**config.mk**
```make
export PLATFORM = sky130hd
export DESIGN_NAME = dxt1_payload_shape_check_top
export DESIGN_NICKNAME = d
export VERILOG_FILES = /design/src/hdl/dpsc_pkg.sv /design/src/hdl/dpsc_level_lanes.sv /design/src/hdl/dpsc_chain_sum.sv /design/src/hdl/dxt1_payload_shape_check_top.sv
export SDC_FILE = /design/constraint.sdc
export NUM_CORES = 2
export LEC_CHECK = 0
export ABC_AREA = 0
export BUFFER_PORTS_ARGS = -buffer_cell sky130_fd_sc_hd__buf_2
export CAP_MARGIN = 20
export CORE_ASPECT_RATIO = 1.75
export CORE_MARGIN = 2
export CORE_UTILIZATION = 45
export DETAILED_ROUTE_END_ITERATION = 10
export SLEW_MARGIN = 20
export SYNTH_ARGS = -nofsm -noshare
export SYNTH_HDL_FRONTEND = slang
export SYNTH_SLANG_ARGS = --single-unit
```
**constraint.sdc**
```tcl
create_clock -name clock -period 19.68 [get_ports clock]
set_input_delay 1.968 -clock clock [delete_from_list [all_inputs] [get_ports clock]]
set_output_delay 1.968 -clock clock [all_outputs]
set_load 0.01 [all_outputs]
```
**src/hdl/dpsc_pkg.sv**
```systemverilog
// Package: widths, codes and word types of the DXT1 payload shape check.
`default_nettype none
package dpsc_pkg;

   localparam int EDGE_WIDTH        = 16;
   localparam int LEN_W             = 32;
   localparam int LEVELS_W          = 5;
   localparam int MAX_EDGE_W        = 16;
   localparam int CSR_DATA_W        = 32;
   localparam int CSR_INDEX_W       = 1;

   localparam int BLOCK_SHIFT       = 2;
   localparam int BLOCK_ROUND       = 3;
   localparam int BLOCK_BYTES_SHIFT = 3;

   localparam int NUM_LANES  = EDGE_WIDTH;
   localparam int BLK_W      = EDGE_WIDTH + 1 - BLOCK_SHIFT;
   localparam int LVL_W      = 2 * BLK_W + BLOCK_BYTES_SHIFT;
   localparam int SUM_W      = (LVL_W + 1 > LEN_W + 1) ? LVL_W + 1 : LEN_W + 1;
   localparam int GROUP_SIZE = 4;
   localparam int NUM_GROUPS = (NUM_LANES + GROUP_SIZE - 1) / GROUP_SIZE;
   localparam int CMP_W      = (EDGE_WIDTH > MAX_EDGE_W) ? EDGE_WIDTH : MAX_EDGE_W;

   localparam logic [CSR_INDEX_W-1:0] CSR_MAX_EDGE_TEXELS   = 1'b0;
   localparam logic [CSR_INDEX_W-1:0] CSR_MAX_PAYLOAD_BYTES = 1'b1;

   localparam logic [MAX_EDGE_W-1:0] MAX_EDGE_RESET    = 16'd4096;
   localparam logic [LEN_W-1:0]      MAX_PAYLOAD_RESET = 32'd16777216;

   typedef struct packed {
      logic                  status_found;
      logic [EDGE_WIDTH-1:0] edge_texels;
      logic [LEN_W-1:0]      byte_length;
   } req_word_type;

   typedef struct packed {
      logic                payload_valid;
      logic [LEVELS_W-1:0] mip_levels;
      logic [LEN_W-1:0]    full_chain_bytes;
   } rsp_word_type;

   typedef struct packed {
      logic                ok;
      logic [LEN_W-1:0]    len;
      logic [LEVELS_W-1:0] levels;
   } item_tag_type;

   typedef struct packed {
      logic s1;
      logic s2;
      logic s3;
      logic s4;
   } stage_adv_type;

endpackage
`default_nettype wire

```
**src/hdl/dpsc_level_lanes.sv**
```systemverilog
// Per-level lanes: block counts of each mip level, then level byte sizes.
`default_nettype none
module dpsc_level_lanes (
   input  wire logic                                        clock,
   input  wire dpsc_pkg::stage_adv_type                     adv,
   input  wire dpsc_pkg::req_word_type                      req_word,
   input  wire logic [dpsc_pkg::MAX_EDGE_W-1:0]             max_edge,
   input  wire logic [dpsc_pkg::LEN_W-1:0]                  max_payload,
   output logic [dpsc_pkg::NUM_LANES-1:0][dpsc_pkg::LVL_W-1:0] lane_bytes,
   output dpsc_pkg::item_tag_type                           tag
);
   import dpsc_pkg::*;

   logic [NUM_LANES-1:0][BLK_W-1:0] blk_in, blk_ff;
   logic [NUM_LANES-1:0]            lane_on_in, lane_on_ff;
   logic [NUM_LANES-1:0][LVL_W-1:0] bytes_in, bytes_ff;
   logic [EDGE_WIDTH-1:0]           side [NUM_LANES];
   logic [EDGE_WIDTH:0]             rounded [NUM_LANES];
   logic [2*BLK_W-1:0]              sq [NUM_LANES];
   item_tag_type                    tag1_in, tag1_ff, tag2_ff;
   logic [LEVELS_W-1:0]             levels;
   logic                            edge_ok, len_ok;

   always_comb begin
      for (int i = 0; i < NUM_LANES; i++) begin
         side[i]       = req_word.edge_texels >> i;
         rounded[i]    = {1'b0, side[i]} + (EDGE_WIDTH+1)'(BLOCK_ROUND);
         blk_in[i]     = rounded[i][EDGE_WIDTH:BLOCK_SHIFT];
         lane_on_in[i] = (side[i] != '0);
      end
   end

   always_comb begin
      levels = '0;
      for (int i = 0; i < EDGE_WIDTH; i++) begin
         if (req_word.edge_texels[i]) begin
            levels = LEVELS_W'(i + 1);
         end
      end
   end

   assign edge_ok = (req_word.edge_texels != '0) &&
                    (CMP_W'(req_word.edge_texels) <= CMP_W'(max_edge));
   assign len_ok  = (req_word.byte_length != '0) &&
                    (req_word.byte_length <= max_payload);

   always_comb begin
      tag1_in.ok     = req_word.status_found && edge_ok && len_ok;
      tag1_in.len    = req_word.byte_length;
      tag1_in.levels = levels;
   end

   always_comb begin
      for (int i = 0; i < NUM_LANES; i++) begin
         sq[i]       = blk_ff[i] * blk_ff[i];
         bytes_in[i] = lane_on_ff[i] ? {sq[i], {BLOCK_BYTES_SHIFT{1'b0}}} : '0;
      end
   end

   always_ff @(posedge clock) begin
      if (adv.s1) begin
         blk_ff     <= blk_in;
         lane_on_ff <= lane_on_in;
         tag1_ff    <= tag1_in;
      end
      if (adv.s2) begin
         bytes_ff <= bytes_in;
         tag2_ff  <= tag1_ff;
      end
   end

   assign lane_bytes = bytes_ff;
   assign tag        = tag2_ff;

endmodule
`default_nettype wire

```
**src/hdl/dpsc_chain_sum.sv**
```systemverilog
// Chain adder tree: group sums of level sizes, then the full-chain total.
`default_nettype none
module dpsc_chain_sum (
   input  wire logic                                           clock,
   input  wire dpsc_pkg::stage_adv_type                        adv,
   input  wire logic [dpsc_pkg::NUM_LANES-1:0][dpsc_pkg::LVL_W-1:0] lane_bytes,
   input  wire dpsc_pkg::item_tag_type                         tag_in,
   output logic [dpsc_pkg::SUM_W-1:0]                          total,
   output logic [dpsc_pkg::SUM_W-1:0]                          base,
   output dpsc_pkg::item_tag_type                              tag_out
);
   import dpsc_pkg::*;

   logic [NUM_GROUPS-1:0][SUM_W-1:0] grp_in, grp_ff;
   logic [SUM_W-1:0]                 base3_ff, base4_ff, total_in, total_ff;
   item_tag_type                     tag3_ff, tag4_ff;

   always_comb begin
      for (int g = 0; g < NUM_GROUPS; g++) begin
         grp_in[g] = '0;
         for (int j = 0; j < GROUP_SIZE; j++) begin
            if (g * GROUP_SIZE + j < NUM_LANES) begin
               grp_in[g] = grp_in[g] + SUM_W'(lane_bytes[g * GROUP_SIZE + j]);
            end
         end
      end
   end

   always_comb begin
      total_in = '0;
      for (int g = 0; g < NUM_GROUPS; g++) begin
         total_in = total_in + grp_ff[g];
      end
   end

   always_ff @(posedge clock) begin
      if (adv.s3) begin
         grp_ff   <= grp_in;
         base3_ff <= SUM_W'(lane_bytes[0]);
         tag3_ff  <= tag_in;
      end
      if (adv.s4) begin
         total_ff <= total_in;
         base4_ff <= base3_ff;
         tag4_ff  <= tag3_ff;
      end
   end

   assign total   = total_ff;
   assign base    = base4_ff;
   assign tag_out = tag4_ff;

endmodule
`default_nettype wire

```
**src/hdl/dxt1_payload_shape_check_top.sv**
```systemverilog
// Top level: limit registers, pipeline control and the result stage.
//
//   channel  direction  ports                                   word
//   req      in         req_valid, req_ready, req_word          req_word_type
//   rsp      out        rsp_valid, rsp_ready, rsp_word          rsp_word_type
//   csr      in         csr_write_enable, csr_index, csr_write_data
//
// Five register stages: block counts, level squares, group sums, chain total,
// result compare. One word enters per cycle while req_ready is high.
// Reset clears the stage valid bits and loads the default limits.
// A stalled rsp fills the empty stages first, then holds req_ready low.
`default_nettype none
module dxt1_payload_shape_check_top (
   input  wire logic                                clock,
   input  wire logic                                reset,
   input  wire logic                                req_valid,
   output logic                                     req_ready,
   input  wire dpsc_pkg::req_word_type              req_word,
   output logic                                     rsp_valid,
   input  wire logic                                rsp_ready,
   output dpsc_pkg::rsp_word_type                   rsp_word,
   input  wire logic                                csr_write_enable,
   input  wire logic [dpsc_pkg::CSR_INDEX_W-1:0]    csr_index,
   input  wire logic [dpsc_pkg::CSR_DATA_W-1:0]     csr_write_data
);
   import dpsc_pkg::*;

   logic [MAX_EDGE_W-1:0] max_edge_ff;
   logic [LEN_W-1:0]      max_payload_ff;
   logic [4:0]            stage_v_in, stage_v_ff;
   logic [4:0]            en;
   stage_adv_type         adv;

   logic [NUM_LANES-1:0][LVL_W-1:0] lane_bytes;
   item_tag_type                    tag2, tag4;
   logic [SUM_W-1:0]                total, base;
   logic                            match_full, match_base;
   rsp_word_type                    rsp_in, rsp_ff;

   always_ff @(posedge clock) begin
      if (reset) begin
         max_edge_ff    <= MAX_EDGE_RESET;
         max_payload_ff <= MAX_PAYLOAD_RESET;
      end else if (csr_write_enable) begin
         unique case (csr_index)
            CSR_MAX_EDGE_TEXELS:   max_edge_ff    <= csr_write_data[MAX_EDGE_W-1:0];
            CSR_MAX_PAYLOAD_BYTES: max_payload_ff <= csr_write_data[LEN_W-1:0];
         endcase
      end
   end

   assign en[4] = !stage_v_ff[4] || rsp_ready;
   assign en[3] = !stage_v_ff[3] || en[4];
   assign en[2] = !stage_v_ff[2] || en[3];
   assign en[1] = !stage_v_ff[1] || en[2];
   assign en[0] = !stage_v_ff[0] || en[1];

   always_comb begin
      adv.s1 = en[0];
      adv.s2 = en[1];
      adv.s3 = en[2];
      adv.s4 = en[3];
   end

   always_comb begin
      stage_v_in = stage_v_ff;
      if (en[0]) begin
         stage_v_in[0] = req_valid;
      end
      for (int k = 1; k < 5; k++) begin
         if (en[k]) begin
            stage_v_in[k] = stage_v_ff[k-1];
         end
      end
   end

   always_ff @(posedge clock) begin
      if (reset) begin
         stage_v_ff <= '0;
      end else begin
         stage_v_ff <= stage_v_in;
      end
   end

   dpsc_level_lanes u_lanes (
      .clock       (clock),
      .adv         (adv),
      .req_word    (req_word),
      .max_edge    (max_edge_ff),
      .max_payload (max_payload_ff),
      .lane_bytes  (lane_bytes),
      .tag         (tag2)
   );

   dpsc_chain_sum u_sum (
      .clock      (clock),
      .adv        (adv),
      .lane_bytes (lane_bytes),
      .tag_in     (tag2),
      .total      (total),
      .base       (base),
      .tag_out    (tag4)
   );

   assign match_full = (SUM_W'(tag4.len) == total);
   assign match_base = (SUM_W'(tag4.len) == base);

   always_comb begin
      rsp_in.payload_valid = tag4.ok && (match_full || match_base);
      if (!tag4.ok) begin
         rsp_in.mip_levels = '0;
      end else if (match_full) begin
         rsp_in.mip_levels = tag4.levels;
      end else if (match_base) begin
         rsp_in.mip_levels = LEVELS_W'(1);
      end else begin
         rsp_in.mip_levels = '0;
      end
      rsp_in.full_chain_bytes = (total[SUM_W-1:LEN_W] != '0) ? '1 : total[LEN_W-1:0];
   end

   always_ff @(posedge clock) begin
      if (en[4]) begin
         rsp_ff <= rsp_in;
      end
   end

   assign req_ready = en[0];
   assign rsp_valid = stage_v_ff[4];
   assign rsp_word  = rsp_ff;

endmodule
`default_nettype wire

```
==> flow_metrics.tcl <==
set metrics [dict create \
    outcome "finished, final reports clean" \
    start_util_pct 45.3 \
    io_buffers 126 \
    hpwl_um 158000 \
    clkTransAtPathRegs_ps 70 \
    synth_edf_count 741 \
    synthMuxAreaShare_pct 0.199 \
    cts.sinks 794 \
    netlist.area_leader.share_pct 30.8 \
    clockBufferDepth 3 \
    slew_violations 0 \
    finalSetupViolations 0 \
    h-tree-depth 3 \
    min_period_ps 6630 \
    grt_antenna_before_repair 12 \
    synth_compound_area_share_pct 7.34 \
    syn_avg_cell_area_um2 10.8 \
    area_growth_pct 7.75 \
    cp_max_fo 15 \
    critPathCaptureType "register" \
    synth_top_family_by_area "adder cells" \
    cts_made_buffers 79 \
    drt_iter0_drc 2851 \
    coreArea_um2 160000 \
    synth_ff_type "edfxtp_1" \
    via_per_inst 5.36 \
    ys_seq_area_share_pct 32.2 \
    synth_area_um2 72300 \
    timing.rr.end "u_lanes.lane_bytes[25]" \
    hold_path_class "register to register" \
    synth.distinct_cells 83 \
    dieArea_um2 164000 \
    required_ps 20160 \
    rsz0062_at_grt "no" \
    max-slew-margin-rel_pct 26.2 \
    fp.dieH_um 534 \
    final_area_um2 77900 \
    holdPathStages 0 \
    synthAdderAreaFrac_pct 36.7 \
    netlist_top_cells_count "inv_1, ha_1, fa_1" \
    endpoint "u_lanes.lane_bytes[25]" \
    syn_inst 6719 \
    post_cts_buffers 0 \
    drive_gt1_share_pct 4.86 \
    cts_resized 0 \
    cp_slowest_stage_delay_ps 670 \
    synthTopCellsByArea "edfxtp_1, fa_1, ha_1, inv_1, and2_1" \
    die_x_um 307 \
    r2r_slack_ps 13050 \
    worst-endpoint-arrival_ps 7110 \
    fin_nets 8545 \
    grt_pass1_vias 51199 \
    grt_start_max_net_pins 79 \
    start_kind "register" \
    avgRoutedWirePerCell_um 21.9 \
    first_pass_iters 6 \
    synthArstFlopShare_pct 0 \
    finalHoldViolCount 0 \
    ctsHoldBuffers 0 \
    crit_chain "and2_1 -> fa_1 -> inv_1 -> fa_1 -> inv_1 -> fa_1 -> inv_1 -> fa_1 -> inv_1 -> fa_1 -> inv_1 -> fa_1 -> inv_1 -> ha_1 -> nand2_1 -> a2bb2oi_2 -> a31oi_1 -> a211oi_2 -> o21ai_1 -> a2111oi_0 -> o21bai_1 -> mux2i_1" \
    drv_cap 0 \
    critPathLaunch "u_lanes.blk_ff[8]" \
    via_count 47797 \
    row_count 194 \
    grt_pass1_wl_um 297000 \
    grt_overflow 0 \
    fillerInstances 14657 \
    yosys.area_share.xor_xnor_pct 4.79 \
    yosys_warnings 0 \
    final.setup.tns_ps 0 \
    synth-simple-area-share_pct 11.5 \
    worstRegToRegCells 22 \
    synth-seq-cells 794 \
    ant_nets 0 \
    r2r-start "u_lanes.blk_ff[8]" \
    skew_ps 66.4 \
    placed_area_um2 75100 \
    final.period_utilization_pct 33.7 \
    track_usage_pct 24.1 \
    min-delay-start "u_lanes.tag1_ff[0]" \
    clockRootBuffer "clkbuf_16" \
    fmax_mhz 151 \
    io_pins 127 \
    clk_latency_ps 740 \
    tritoncts "built" \
    crit_type "register to register" \
    synth_most_common_cell "inv_1" \
    tightestPinTransition_ps 1100 \
    drc_errors 0 \
    globalplace.congestion 0.925 \
    wl_um 195000 \
    synth_area_leader_cell "edfxtp_1" \
    critPathSlowestCell "edfxtp_1" \
]
[per-stage QoR]
step                setup WS (ps)  utilization [%]  std cells  hold WS, ps
floorplan                   10410                -       6720          400
global placement            12980             47.0       8768          401
detailed placement          13050             47.0       8768          405
CTS                         13070             48.7       8912          380
global route                12700             48.8       8915          402
finish                      13050             48.8       8917          386
[worst max-delay path: cells and delay by family (launching register included)]
kind,cells,cell delay (ps)
fa+ha+maj,7,3330
mux,1,130
flops,1,670
compound gates,6,1470
buf+inv,6,320
simple gates,2,440
[layer usage]
metal / wire, um / track usage (%) / vias to the layer above
met1: 70400 / 26.2 / 24105
met3: 7140 / 2.40 / 360
met4: 9820 / 10.6 / 10
met2: 108000 / 46.5 / 1053
met5: 57 / 0 / -
li1: - / - / 22269
[sequential cells by signal, indices dropped and copies added (netlist names), 31 cells and up]
signal and count:
max_payload_ff 32, rsp_word 36, u_lanes.blk_ff 119, u_lanes.lane_bytes 248, u_lanes.tag 38, u_lanes.tag1_ff 38
u_sum.grp_ff 81, u_sum.tag3_ff 38, u_sum.tag_out 38, u_sum.total 31
[cells in the final DEF (no fill, tap or decap), drive strengths merged, types with 9 or more instances in the layout]
| cell type | n |
|---|---|
| inv | 1206 |
| ha | 906 |
| fa | 760 |
| edfxtp | 741 |
| nand2 | 496 |
| and2 | 448 |
| nor2 | 280 |
| a21oi | 277 |
| xnor2 | 247 |
| buf | 160 |
| xor2 | 148 |
| a21o | 141 |
| o21ai | 130 |
| clkbuf | 90 |
| nor2b | 62 |
| nor3 | 59 |
| nand3 | 59 |
| dfxtp | 53 |
| nand4 | 50 |
| or3 | 46 |
| and3 | 43 |
| o21bai | 39 |
| clkinv | 39 |
| a211oi | 36 |
| o21a | 31 |
| a31oi | 28 |
| nand2b | 28 |
| nor4 | 23 |
| o211ai | 19 |
| nor3b | 18 |
| or2 | 16 |
| a31o | 14 |
| mux2i | 11 |
| a211o | 10 |
| o31ai | 10 |
| a21boi | 10 |
| and3b | 9 |
| bufinv | 9 |
| a2111oi | 9 |
[area by class of cell]
type	instances	area, um^2	area share, %
Antenna cell	4	10.0	0.0129
Multi-Input combinational cell	4552	43800	56.3
Clock inverter	54	693	0.890
Clock buffer	90	2020	2.59
Sequential cell	794	23300	29.9
Tap cell	2058	2570	3.31
Inverter	1205	4530	5.81
Timing Repair Buffer	160	908	1.17
[kinds of logic (layout without fill, tap and decap cells)]
group           after synthesis  in the layout
other cells                   1              6
buf+inv                    1374           1509
fa+ha+maj                  1666           1666
flops                       794            794
simple gates               1654           1654
xor+xnor                    395            395
mux                          14             14
compound gates              821            821
[worst min-delay path by stage]
| stage | endpoint | slack (ps) |
|---|---|---|
| floorplan | u_lanes.tag[0] | 400 |
| CTS | u_lanes.tag[0] | 380 |
| global placement | u_lanes.tag[12] | 400 |
| detailed placement | u_lanes.tag[17] | 400 |
| global route | u_sum.tag3_ff[26] | 400 |
| finish | u_lanes.tag[0] | 390 |
Power is left out: the tool's default activity adds up to more than one toggle a clock period on the data nets, which glitch-free logic cannot reach.
